[config.mk]
export PLATFORM = sky130hd
export DESIGN_NAME = rotated_polygon_point_test_unit
export DESIGN_NICKNAME = d
export VERILOG_FILES = /design/src/design/rppt_pkg.sv /design/src/design/rotated_polygon_point_test_unit.sv
export VERILOG_INCLUDE_DIRS = /design/src /design/src/design
export SDC_FILE = /design/constraint.sdc
export NUM_CORES = 2
export LEC_CHECK = 0
export BUFFER_PORTS_ARGS = -buffer_cell sky130_fd_sc_hd__buf_4
export CAP_MARGIN = 0
export CELL_PAD_IN_SITES_DETAIL_PLACEMENT = 1
export CELL_PAD_IN_SITES_GLOBAL_PLACEMENT = 1
export CORE_MARGIN = 2
export CORE_UTILIZATION = 30
export CTS_CLUSTER_DIAMETER = 200
export CTS_CLUSTER_SIZE = 28
export DETAILED_ROUTE_END_ITERATION = 6
export PLACE_DENSITY_LB_ADDON = 0.1
export SLEW_MARGIN = 10
export SYNTH_ARGS = -nofsm -noshare
export SYNTH_HDL_FRONTEND = slang
export SYNTH_SLANG_ARGS = --single-unit
[constraint.sdc]
create_clock -name clk_i -period 18.78 [get_ports clk_i]
set_input_delay 0.939 -clock clk_i [delete_from_list [all_inputs] [get_ports clk_i]]
set_output_delay 0.939 -clock clk_i [all_outputs]
set_load 0.1 [all_outputs]
[src/design/rotated_polygon_point_test_unit_assert.svh]
// Assertion macros shared by the rotated polygon point test unit.
`ifndef ROTATED_POLYGON_POINT_TEST_UNIT_ASSERT_SVH
`define ROTATED_POLYGON_POINT_TEST_UNIT_ASSERT_SVH

// Same-cycle implication, checked outside reset.
`define RPPT_ASSERT_IMPL(lbl, ante, cons, msg) \
  lbl: assert property (@(posedge clk_i) disable iff (!rst_ni) (ante) |-> (cons)) \
    else $error(msg);

// Next-cycle implication, checked outside reset.
`define RPPT_ASSERT_NEXT(lbl, ante, cons, msg) \
  lbl: assert property (@(posedge clk_i) disable iff (!rst_ni) (ante) |=> (cons)) \
    else $error(msg);

`endif

[src/design/rppt_pkg.sv]
// Types, widths and helpers for the rotated polygon point test unit.
`timescale 1ns / 1ps

package rppt_pkg;

  // Default polygon store depth
  localparam int MAX_POLY_VERTICES_DEF = 16;

  // Extra rows the test ray reaches past the box top
  localparam int RAY_EXTRA = 5;

  // Field widths
  localparam int ROT_CS_W   = 16;  // Q2.14 cosine / sine
  localparam int COORD_W    = 13;  // anchor and point coordinates
  localparam int RAD_W      = 9;
  localparam int VCNT_W     = 5;
  localparam int OFF_W      = 10;
  localparam int VIDX_W     = 4;
  localparam int CFG_IDX_W  = 3;
  localparam int CFG_DATA_W = 16;

  // Internal arithmetic widths
  localparam int ROT_W   = 14;           // rotated vertex coordinate
  localparam int NOFF_W  = OFF_W + 1;    // negated offset
  localparam int DIF_W   = 15;           // coordinate differences
  localparam int MA_W    = 16;           // multiplier operand a
  localparam int MB_W    = 15;           // multiplier operand b
  localparam int PROD_W  = MA_W + MB_W;  // product
  localparam int ACC_W   = 29;           // rotation accumulator

  localparam int Q14_SHIFT = 14;
  localparam int Q14_ROUND = (1 << Q14_SHIFT) - 1;

  // Register reset values
  localparam int COS_RESET  = 16384;
  localparam int VCNT_RESET = 3;

  // Register map
  typedef enum logic [CFG_IDX_W-1:0] {
    REG_COS    = 3'd0,
    REG_SIN    = 3'd1,
    REG_ANCH_X = 3'd2,
    REG_ANCH_Y = 3'd3,
    REG_RADIUS = 3'd4,
    REG_VCOUNT = 3'd5
  } cfg_reg_e;

  // Item action codes
  typedef enum logic {
    ACT_LOAD = 1'b0,
    ACT_TEST = 1'b1
  } action_e;

  // Sequencer states
  typedef enum logic [3:0] {
    ST_IDLE,
    ST_CHECK,
    ST_RD,
    ST_ROT0,
    ST_ROT1,
    ST_ROT2,
    ST_ROT3,
    ST_ROT4,
    ST_ROT5,
    ST_SAVE,
    ST_E0,
    ST_E1,
    ST_E2,
    ST_E3,
    ST_FIN
  } state_e;

  // Divide a Q14 accumulator by 2^14, rounding toward zero
  function automatic logic signed [ROT_W-1:0] trunc_q14(input logic signed [ACC_W-1:0] v);
    logic signed [ACC_W-1:0] t;
    t = v + (v[ACC_W-1] ? ACC_W'(Q14_ROUND) : ACC_W'(0));
    return t[Q14_SHIFT+ROT_W-1:Q14_SHIFT];
  endfunction

endpackage

[src/design/rotated_polygon_point_test_unit.sv]
// Rotated polygon point test: vertex store, rotation and ray crossing sequencer.
//
//  channel | direction | handshake                 | word
//  --------+-----------+---------------------------+-------------------------------------
//  in      | input     | in_valid_i / in_ready_o   | action, vertex_index, offsets, point
//  out     | output    | out_valid_o / out_ready_i | inside_res
//  cfg     | input     | cfg_valid_i / cfg_ready_o | cfg_index_i, cfg_data_i
//
// A load word is taken while the unit is idle and writes one vertex slot if its index is below MAX_POLY_VERTICES.
// A test word runs one pass over the n vertices in use, or goes straight to its result
// when the point misses the box or n is zero; one shared 16x15 multiplier does the
// four rotation products per vertex and three cross products per edge.
// The input is not ready while a test runs; the result register lets the next word in
// while a result waits, and a finished test holds until that register is free.
// Reset is asynchronous and needs no clearing pass; the vertex store is undefined
// until written.
`timescale 1ns / 1ps

`include "rotated_polygon_point_test_unit_assert.svh"

module rotated_polygon_point_test_unit
  import rppt_pkg::*;
#(
  parameter int MAX_POLY_VERTICES = MAX_POLY_VERTICES_DEF
) (
  input  logic                         clk_i,
  input  logic                         rst_ni,
  // input words
  input  logic                         in_valid_i,
  output logic                         in_ready_o,
  input  logic                         action_i,
  input  logic [VIDX_W-1:0]            vertex_index_i,
  input  logic signed [OFF_W-1:0]      offset_x_i,
  input  logic signed [OFF_W-1:0]      offset_y_i,
  input  logic signed [COORD_W-1:0]    point_x_i,
  input  logic signed [COORD_W-1:0]    point_y_i,
  // result words
  output logic                         out_valid_o,
  input  logic                         out_ready_i,
  output logic                         inside_res_o,
  // configuration writes
  input  logic                         cfg_valid_i,
  output logic                         cfg_ready_o,
  input  logic [CFG_IDX_W-1:0]         cfg_index_i,
  input  logic [CFG_DATA_W-1:0]        cfg_data_i
);

  localparam int AW = (MAX_POLY_VERTICES > 1) ? $clog2(MAX_POLY_VERTICES) : 1;
  localparam int CW = $clog2(MAX_POLY_VERTICES + 1);

  // configuration registers
  logic signed [ROT_CS_W-1:0] cos_q, sin_q;
  logic signed [COORD_W-1:0]  anch_x_q, anch_y_q;
  logic [RAD_W-1:0]           radius_q;
  logic [VCNT_W-1:0]          vcount_q;

  // sequencer
  state_e                     state_q, state_d;
  logic [CW-1:0]              cnt_q, cnt_d;
  logic [CW-1:0]              n_q, n_d;
  logic                       par_q, par_d;
  logic                       out_valid_q, out_valid_d;
  logic                       res_q, res_d;

  // datapath
  logic signed [COORD_W-1:0]  px_q, py_q;
  logic signed [ROT_W-1:0]    ray_q, ray_d;
  logic signed [OFF_W-1:0]    rx_q, ry_q;
  logic signed [MA_W-1:0]     mul_a;
  logic signed [MB_W-1:0]     mul_b;
  logic signed [PROD_W-1:0]   prod_d, prod_q;
  logic signed [PROD_W-1:0]   t_q, t_d;
  logic signed [PROD_W-1:0]   side_diff;
  logic signed [ACC_W-1:0]    acc_q, acc_d;
  logic signed [ROT_W-1:0]    x0_q, y0_q, x1_q, y1_q, xf_q, yf_q;
  logic signed [ROT_W-1:0]    x0_d, y0_d, x1_d, y1_d, xf_d, yf_d;
  logic                       dc_pos_q, dc_neg_q, dc_pos_d, dc_neg_d;
  logic                       eok_q, eok_d;

  // vertex store
  logic signed [OFF_W-1:0]    mem_x [MAX_POLY_VERTICES];
  logic signed [OFF_W-1:0]    mem_y [MAX_POLY_VERTICES];
  logic                       mem_we;

  // handshake
  logic                       in_fire;
  logic                       test_fire;

  assign in_ready_o   = (state_q == ST_IDLE);
  assign in_fire      = in_valid_i && in_ready_o;
  assign test_fire    = in_fire && (action_i == ACT_TEST);
  assign mem_we       = in_fire && (action_i == ACT_LOAD) &&
                        (32'(vertex_index_i) < MAX_POLY_VERTICES);
  assign cfg_ready_o  = 1'b1;
  assign out_valid_o  = out_valid_q;
  assign inside_res_o = res_q;

  // configuration register writes
  always_ff @(posedge clk_i or negedge rst_ni) begin
    if (!rst_ni) begin
      cos_q    <= ROT_CS_W'(COS_RESET);
      sin_q    <= '0;
      anch_x_q <= '0;
      anch_y_q <= '0;
      radius_q <= '0;
      vcount_q <= VCNT_W'(VCNT_RESET);
    end else if (cfg_valid_i) begin
      unique case (cfg_index_i)
        REG_COS:    cos_q    <= $signed(cfg_data_i);
        REG_SIN:    sin_q    <= $signed(cfg_data_i);
        REG_ANCH_X: anch_x_q <= $signed(cfg_data_i[COORD_W-1:0]);
        REG_ANCH_Y: anch_y_q <= $signed(cfg_data_i[COORD_W-1:0]);
        REG_RADIUS: radius_q <= cfg_data_i[RAD_W-1:0];
        REG_VCOUNT: vcount_q <= cfg_data_i[VCNT_W-1:0];
        default: ;
      endcase
    end
  end

  // vertex store: one write port, one registered read at the vertex counter
  always_ff @(posedge clk_i) begin
    if (mem_we) begin
      mem_x[AW'(vertex_index_i)] <= offset_x_i;
      mem_y[AW'(vertex_index_i)] <= offset_y_i;
    end
    rx_q <= mem_x[cnt_q[AW-1:0]];
    ry_q <= mem_y[cnt_q[AW-1:0]];
  end

  // box test terms
  logic signed [ROT_W-1:0] rad_s, px_w, py_w;
  logic                    in_box;
  assign rad_s  = $signed(ROT_W'(radius_q));
  assign px_w   = ROT_W'(px_q);
  assign py_w   = ROT_W'(py_q);
  assign in_box = (px_w >= ROT_W'(anch_x_q) - rad_s) && (px_w <= ROT_W'(anch_x_q) + rad_s) &&
                  (py_w >= ROT_W'(anch_y_q) - rad_s) && (py_w <= ROT_W'(anch_y_q) + rad_s);

  // edge and rotation operands
  logic signed [NOFF_W-1:0] ndx, ndy;
  logic signed [DIF_W-1:0]  ex, ey, px_x0, px_x1, ray_y0, py_y0;
  logic                     xs0_pos, xs0_neg, xs1_pos, xs1_neg;
  assign ndx    = -(NOFF_W'(rx_q));
  assign ndy    = -(NOFF_W'(ry_q));
  assign ex     = DIF_W'(x1_q) - DIF_W'(x0_q);
  assign ey     = DIF_W'(y1_q) - DIF_W'(y0_q);
  assign px_x0  = DIF_W'(px_q) - DIF_W'(x0_q);
  assign px_x1  = DIF_W'(px_q) - DIF_W'(x1_q);
  assign ray_y0 = DIF_W'(ray_q) - DIF_W'(y0_q);
  assign py_y0  = DIF_W'(py_q) - DIF_W'(y0_q);
  // edge ends against the vertical ray line (sign of x - px)
  assign xs0_pos = px_x0[DIF_W-1];
  assign xs0_neg = !px_x0[DIF_W-1] && (px_x0 != '0);
  assign xs1_pos = px_x1[DIF_W-1];
  assign xs1_neg = !px_x1[DIF_W-1] && (px_x1 != '0);

  // shared multiplier
  assign prod_d    = PROD_W'(mul_a) * PROD_W'(mul_b);
  assign side_diff = t_q - prod_q;

  // next state and datapath control
  always_comb begin
    state_d     = state_q;
    cnt_d       = cnt_q;
    n_d         = n_q;
    par_d       = par_q;
    res_d       = res_q;
    out_valid_d = out_valid_q && !out_ready_i;
    ray_d       = ray_q;
    acc_d       = acc_q;
    t_d         = t_q;
    x0_d        = x0_q;
    y0_d        = y0_q;
    x1_d        = x1_q;
    y1_d        = y1_q;
    xf_d        = xf_q;
    yf_d        = yf_q;
    dc_pos_d    = dc_pos_q;
    dc_neg_d    = dc_neg_q;
    eok_d       = eok_q;
    mul_a       = '0;
    mul_b       = '0;

    unique case (state_q)
      ST_IDLE: begin
        if (test_fire) state_d = ST_CHECK;
      end
      ST_CHECK: begin
        n_d   = (32'(vcount_q) > MAX_POLY_VERTICES) ? CW'(MAX_POLY_VERTICES) : CW'(vcount_q);
        ray_d = ROT_W'(anch_y_q) + rad_s + ROT_W'(RAY_EXTRA);
        cnt_d = '0;
        par_d = 1'b0;
        if (!in_box || (n_d == '0)) state_d = ST_FIN;
        else state_d = ST_RD;
      end
      // store read in flight
      ST_RD: state_d = ST_ROT0;
      // x = ax*2^14 - cos*dx + sin*dy, y = ay*2^14 - sin*dx - cos*dy (products taken on the negated offsets)
      ST_ROT0: begin
        mul_a   = cos_q;
        mul_b   = MB_W'(ndx);
        state_d = ST_ROT1;
      end
      ST_ROT1: begin
        mul_a   = sin_q;
        mul_b   = MB_W'(ndy);
        acc_d   = (ACC_W'(anch_x_q) <<< Q14_SHIFT) + ACC_W'(prod_q);
        state_d = ST_ROT2;
      end
      ST_ROT2: begin
        mul_a   = sin_q;
        mul_b   = MB_W'(ndx);
        acc_d   = acc_q - ACC_W'(prod_q);
        state_d = ST_ROT3;
      end
      ST_ROT3: begin
        mul_a   = cos_q;
        mul_b   = MB_W'(ndy);
        x1_d    = trunc_q14(acc_q);
        acc_d   = (ACC_W'(anch_y_q) <<< Q14_SHIFT) + ACC_W'(prod_q);
        state_d = ST_ROT4;
      end
      ST_ROT4: begin
        acc_d   = acc_q + ACC_W'(prod_q);
        state_d = ST_ROT5;
      end
      ST_ROT5: begin
        y1_d    = trunc_q14(acc_q);
        state_d = (cnt_q == '0) ? ST_SAVE : ST_E0;
      end
      // first vertex: keep it for the closing edge
      ST_SAVE: begin
        xf_d    = x1_q;
        yf_d    = y1_q;
        x0_d    = x1_q;
        y0_d    = y1_q;
        cnt_d   = CW'(1);
        state_d = (n_q == CW'(1)) ? ST_E0 : ST_RD;
      end
      // edge test: ray ends on each side of the edge, edge ends on each side of the ray
      ST_E0: begin
        mul_a   = MA_W'(ey);
        mul_b   = px_x0;
        eok_d   = !((xs0_pos && xs1_pos) || (xs0_neg && xs1_neg)) &&
                  (x0_q != x1_q) && (py_w != ray_q);
        state_d = ST_E1;
      end
      ST_E1: begin
        mul_a   = MA_W'(ex);
        mul_b   = ray_y0;
        t_d     = prod_q;
        state_d = ST_E2;
      end
      ST_E2: begin
        mul_a    = MA_W'(ex);
        mul_b    = py_y0;
        dc_pos_d = !side_diff[PROD_W-1] && (side_diff != '0);
        dc_neg_d = side_diff[PROD_W-1];
        state_d  = ST_E3;
      end
      ST_E3: begin
        if (eok_q &&
            !((dc_pos_q && !side_diff[PROD_W-1] && (side_diff != '0)) ||
              (dc_neg_q && side_diff[PROD_W-1]))) begin
          par_d = !par_q;
        end
        x0_d = x1_q;
        y0_d = y1_q;
        if (cnt_q == n_q) begin
          state_d = ST_FIN;
        end else if (cnt_q + CW'(1) == n_q) begin
          x1_d    = xf_q;
          y1_d    = yf_q;
          cnt_d   = cnt_q + CW'(1);
          state_d = ST_E0;
        end else begin
          cnt_d   = cnt_q + CW'(1);
          state_d = ST_RD;
        end
      end
      // hand the result to the output register once it is free
      ST_FIN: begin
        if (!out_valid_q || out_ready_i) begin
          out_valid_d = 1'b1;
          res_d       = par_q;
          state_d     = ST_IDLE;
        end
      end
      default: state_d = ST_IDLE;
    endcase
  end

  // control registers
  always_ff @(posedge clk_i or negedge rst_ni) begin
    if (!rst_ni) begin
      state_q     <= ST_IDLE;
      cnt_q       <= '0;
      n_q         <= '0;
      par_q       <= 1'b0;
      out_valid_q <= 1'b0;
    end else begin
      state_q     <= state_d;
      cnt_q       <= cnt_d;
      n_q         <= n_d;
      par_q       <= par_d;
      out_valid_q <= out_valid_d;
    end
  end

  // datapath registers
  always_ff @(posedge clk_i) begin
    if (test_fire) begin
      px_q <= point_x_i;
      py_q <= point_y_i;
    end
    res_q    <= res_d;
    ray_q    <= ray_d;
    prod_q   <= prod_d;
    acc_q    <= acc_d;
    t_q      <= t_d;
    x0_q     <= x0_d;
    y0_q     <= y0_d;
    x1_q     <= x1_d;
    y1_q     <= y1_d;
    xf_q     <= xf_d;
    yf_q     <= yf_d;
    dc_pos_q <= dc_pos_d;
    dc_neg_q <= dc_neg_d;
    eok_q    <= eok_d;
  end

  // checks
  `RPPT_ASSERT_IMPL(a_result_from_fin, $rose(out_valid_q), $past(state_q) == ST_FIN, "result without finished test")
  `RPPT_ASSERT_IMPL(a_cnt_in_range, state_q != ST_IDLE, cnt_q <= n_q, "vertex counter past count")
  `RPPT_ASSERT_IMPL(a_edge_cnt_nonzero, state_q == ST_E0, cnt_q != '0, "edge test before first vertex")
  `RPPT_ASSERT_NEXT(a_fin_delivers, (state_q == ST_FIN) && (!out_valid_q || out_ready_i), out_valid_q && (res_q == $past(par_q)), "finished test not delivered")

endmodule
==> Word-level counts from Yosys, hierarchy flattened <==
Memory sizes are Yosys's and may differ from the RTL's. A register that Yosys moved wholly into a read port is not among the register bits.
Index checks and enable logic that the tools add are counted.
{ "totals": {"ff_bits": 307, "inputBits": 75, "latch_bits": 0, "romBits": 0, "out_inout_bits": 4, "ramBits": 320, "elab_cells": 173, "mem_count": 2} }
{ "op_classes": {"muxes": 27, "add_sub_neg": 20, "n_div": 0, "n_reduce_logical": 61, "eq_ne": 29, "bitwise_logic": 1, "order_cmp": 5, "n_shift": 0, "n_mul": 1} }
{ "mem_list": {"columns": ["memory", "depth", "word_bits", "read_ports", "rd_clocked_by_memory_dff", "wr", "line_no", "rtl"], "rows": [
  ["mem_x", 16, 10, 1, 1, 1, "rotated_polygon_point_test_unit.sv:81", "logic signed [OFF_W-1:0] mem_x [MAX_POLY_VERTICES];"],
  ["mem_y", 16, 10, 1, 1, 1, "rotated_polygon_point_test_unit.sv:82", "logic signed [OFF_W-1:0] mem_y [MAX_POLY_VERTICES];"]
]} }
{ "op_table": {"columns": ["operator", "count"], "rows": [
  ["case mux 29 bit (4 select lines)", 1],
  ["case mux 15 bit (5 select lines)", 1],
  ["2-to-1 mux 14 bit", 5],
  ["case mux 16 bit (4 select lines)", 1],
  ["case mux 4 bit (15 select lines)", 1],
  ["adder 27 x 29 -> 29 bit", 2],
  ["case mux 14 bit (2 select lines)", 2],
  ["subtractor 13 x 14 -> 15 bit", 3],
  ["subtractor 14 x 14 -> 15 bit", 3],
  ["multiplier 16 x 15 -> 31 bit", 1],
  ["nonzero test 31 bit", 1],
  ["subtractor 31 bit", 1],
  ["nonzero test 15 bit", 2],
  ["adder 29 bit", 1],
  ["subtractor 29 bit", 1],
  ["adder 13 x 10 -> 14 bit", 2],
  ["adder 28 x 15 -> 28 bit", 1],
  ["== test 4 bit, second input constant", 7],
  [">= comparator 13 x 14 -> 1 bit", 2],
  ["<= comparator 13 x 14 -> 1 bit", 2],
  ["subtractor 13 x 10 -> 14 bit", 2],
  ["2-to-1 mux 4 bit", 6],
  ["negator 10 -> 11 bit", 2],
  ["AND reduction 2 bit", 10],
  ["other kinds (32)", 84]
]} }

==> Depth between registers and ports, before layout <==
{ "logic_depth": {"depth_word": 9, "depth_mapped": 42, "ltp_nobuf": 40} }

==> Worst setup path after synthesis <==
No wires, ideal clock.
{ "synth_timing": {"path_kind": "register to register", "start": "reg state_q[2]", "end": "reg prod_q[29]", "required_time_ns": 18.657, "slack_ns": 9.689, "period_less_slack_ns": 9.091, "n_path_buf": 4, "arrival_time_ns": 8.967, "setup_ns": 0.123, "path_stages_with_launch": 41, "path_cell_list": "dfrtp_1 clkbuf_1 nand2_1 or3_1 clkbuf_1 inv_2 clkbuf_1 nand2_1 nand2_1 ha_1 nor2b_1 o21ai_0 a21boi_0 o21ai_1 a21oi_1 o21ai_0 a21oi_1 o21a_1 [... 5 more ...] inv_1 fa_1 fa_1 fa_1 fa_1 inv_1 fa_1 inv_1 ha_1 and3_1 nor2_1 nand2_1 o21ai_0 a31oi_1 and4_1 a2111oi_0 a21oi_1 xor2_1"} }
{ "synth_via": {"elab_chain_len": 4} }
{ "synth_rtl": {"columns": ["item", "line_no", "rtl"], "rows": [
  ["start: declaration", "rotated_polygon_point_test_unit.sv:58", "state_e state_q, state_d;"],
  ["start signal: assignment", "rotated_polygon_point_test_unit.sv:302", "state_q <= state_d;"],
  ["== test 4 x 3 -> 1 bit (tied with other cells)", "rotated_polygon_point_test_unit.sv:184", "unique case (state_q)"],
  ["OR reduction 2 bit (no line)", null, null],
  ["case mux 15 bit (5 select lines) or case mux 16 bit (4 select lines) (tied branches)", "rotated_polygon_point_test_unit.sv:184", null],
  ["multiplier 16 x 15 -> 31 bit *", "rotated_polygon_point_test_unit.sv:158", "assign prod_d = PROD_W'(mul_a) * PROD_W'(mul_b);"],
  ["named net prod_d[29]", "rotated_polygon_point_test_unit.sv:71", "logic signed [PROD_W-1:0] prod_d, prod_q;"],
  ["end signal: assignment", "rotated_polygon_point_test_unit.sv:318", "prod_q <= prod_d;"],
  ["end: declaration", "rotated_polygon_point_test_unit.sv:71", null]
]} }
The timed path passes the listed nets; every way through them passes the cells marked *.
A chain may end at the register's enable or synchronous reset.

==> Worst setup path in the final report <==
Same ends and word-level chain as after synthesis.

==> flow_results.org <==
** Placed design
- Final weighted congestion in routability-driven placement :: 0.8107
- Detailed placer's ending HPWL :: ~110 mm
- Port bufs :: between 70 and 80
- Pre-CTS setup slack :: approximately 8 ns

** Routing
- Dividing the detail-routed via count by the number of cells gives approximately 5.
- Before antenna repair, the detailed router went through 7 iterations.
- Post-detailed-route DRC marker count :: 0
- Dividing the detail-routed wire length by the instance count gives about 24 microns.
- After the first detailed-routing iteration, the DRC count stood at roughly 1800.
- Antenna Nets Post-Route :: 0
- The detailed router placed slightly below 30000 vias in this run.
- The final layout contains routed wiring with a total length of approximately 140 mm.

** Clocking
- Worst-Skew Late Latency :: approximately 0.69 ns
- Post-cts resize count :: 0
- Clock tree synthesis inserted a total of 27 buffers.
- Hold Buf Count CTS :: 0
- The longest clock path from root to sink contains 3 buffers.
- Clock tree synthesis selected as its root buffer the cell clkbuf_16.
- After clock tree synthesis, the clock-pin slew on the worst setup and hold paths is 0.13 ns.
- Buffers inserted by post-CTS timing repair :: 0
- The clock drives 647 sinks.
- H-Tree Level Count :: 1
- TritonCTS clock tree :: yes

** Logic synthesis
- Synthesized instance count :: 3913
- Dominant register cell in the synthesized netlist :: edfxtp_1
- Flip-flop and latch count after synthesis :: roughly 650
- In this run, synthesis inferred 508 flip-flops with an integrated enable.
- A synthesized cell averages between 10 and 15 sq um.
- Post-synth cell types :: approximately 90
- Syn Std Cell Area :: roughly 44000 sq um
- The Yosys step of the flow raised 0 warnings.
- Counting every net in the synthesized netlist gives 4572.
- Proportion of synthesized chip area in sequential cells :: 0.4159
- Counting flops with an async set or reset pin after synthesis yields a share of 0.1360.

** Floorplanning
- Row Count :: between 100 and 150
- In this run the count of I/O pins placed on the die edge is a little under 80.
- Initial standard-cell utilization of the core :: 0.3013
- The floorplan step set the die width to around 390 microns.
- Die outline area :: 151200 sq um
- Core Footprint :: 147500 sq um
- The die is between 300 and 400 microns tall.

** STA
- The count of final hold-check violations is 0.
- Post-layout worst setup margin :: 8.050 ns
- Setup repair after global routing left no endpoint under its margin.
- For the pin with the worst max-slew slack, the measured transition is ~1.2 ns.
- Fmax :: approximately 93 MHz
- The count of final max-slew check failures is 0.
- In this run the tightest slew margin relative to its limit is 0.2304.
- Sum of negative setup slack :: 0 ns
- Minimum clock period :: roughly 11 ns
- Period utilization :: 0.5713
- Number of setup violations in the final report :: 0
- Clock tree skew after final layout :: slightly below 0.07 ns
- On the final layout, the worst hold slack is approximately 0.12 ns.

** Global route
- Gr usage total :: 0.1861
- The first global-routing pass estimated roughly 210 mm of wire.
- Initial antenna violation count :: 12
- Entering global routing, the biggest net connects 69 pins.
- For this run the aggregate overflow at the end of global routing stands at 0.
- Number of global-route vias before repair :: approximately 31000

** Cells and area
- Of the cells placed in the final design, the portion with a size suffix greater than 1 is 0.1021.
- Leaving out fill and tap cells, the most frequent cell in the layout is edfxtp_1.
- In the layout the commonest cells are 508 x edfxtp_1, 430 x inv_1, 385 x nand2_1.
- Post-Route Utilization :: 0.3281
- Relative to the synthesized area, the layout overhead comes to 8.879%.
- At the end of the flow, the number of nets in the layout was roughly 4600.

** Outcome
- Outcome :: finished clean

** Run
- Max Cap Viol :: 0

** Worst setup path
- Delay of the slowest critical-path stage :: ~0.70 ns
- Data on the critical path arrives at its endpoint at approximately 11 ns.
- Setup crit end kind :: flip-flop
- Startpoint class of the critical path :: flip-flop
- The setup path with the least slack is of type flip-flop to flip-flop.
- In this run the worst path has a maximum fanout of 16.
- Crit-path most repeated cell :: fa_1
- For this design, the slowest cell found on the critical path is dfrtp_1.
- STA puts the critical path data required time at 19.35 ns.

** Worst hold path
- Worst min-delay path class :: input pin to asynchronous set/reset pin
## routing by layer
metal | part of all wire | global-route usage
met3 | 0.032 | 0.01952
met1 | 0.48 | 0.2656
met4 | 0.016 | 0.02770
met5 | 0.00024 | 0
met2 | 0.47 | 0.3106
## critical path: cells and delay by family (launching register included)
family          cells  cell delay (ns)
xor+xnor            2             0.30
compound gates     13             2.99
flops               1             0.70
fa+ha+maj           9             3.59
simple gates        6             2.09
mux                 1             0.22
buf+inv             7             0.72
## flip-flops by register name, summed over array words and instances, names as in the netlist, 14 cells and up
name and flops:
sin_q 16, t_q 31, xf_q 14, cos_q 16, prod_q 31, x0_q 14, yf_q 14, x1_q 14
y0_q 14, ray_q 14, mem_y 160, mem_x 160, acc_q 29, y1_q 14
## layout make-up
type	count	area, sq um
clock inverters	2	50.05
repair buffers	136	1021
multi-input cells	2712	24020
flip-flops and latches	647	18490
diodes	2	5.005
well taps	1930	2415
inverters	433	1625
clock buffers	48	764.5
fillers	16180	99100
## cell families after synthesis
logic type / share of synthesized area
AND/OR/NAND/NOR: 0.1086
AO/OA/AOI/OAI: 0.09941
flip-flops: 0.4159
adder cells (fa/ha/maj): 0.2063
buffers and inverters: 0.04716
XOR/XNOR: 0.05045
multiplexers: 0.07218
other: 0.00008438
## path summary, 6_finish.rpt
| path | from | endpoint | slack (ns) | depth (start not counted) |
|---|---|---|---|---|
| worst max-delay path | state_q[2] | prod_q[29] | 8.05 | 38 |
| worst min-delay path | rst_ni | vcount_q[4] | 0.12 | 1 |
| worst max register to register | state_q[2] | prod_q[29] | 8.05 | 38 |
| worst min register to register | prod_q[30] | t_q[30] | 0.48 | 0 |
| max in group asynchronous | rst_ni | cos_q[10] | 17.37 | 2 |
| min in group clk_i | point_x_i[9] | px_q[9] | 0.42 | 1 |
## through the flow
stage | std cells | instance area (sq um)
final | 5910 | 48390
after global routing | 5908 | 48380
after detailed placement | 5858 | 47570
after global placement | 5858 | 47570
after floorplan | 3913 | 44440
after CTS | 5908 | 48380
## synthesized netlist by cell type (76+ instances only)
| cell | instances | share of area |
|---|---|---|
| a21oi_1 | 170 | 0.019 |
| clkbuf_1 | 106 | 0.0090 |
| dfrtp_1 | 85 | 0.048 |
| edfxtp_1 | 508 | 0.34 |
| fa_1 | 248 | 0.11 |
| ha_1 | 336 | 0.095 |
| inv_1 | 431 | 0.036 |
| mux2_2 | 76 | 0.019 |
| mux4_2 | 100 | 0.051 |
| nand2_1 | 386 | 0.033 |
| nor2_1 | 199 | 0.017 |
| o21ai_0 | 132 | 0.015 |
| xnor2_1 | 169 | 0.033 |
| xor2_1 | 87 | 0.017 |
Power is not shown: default switching activity piles up to over one toggle a cycle in this logic, so the estimate is an artifact.
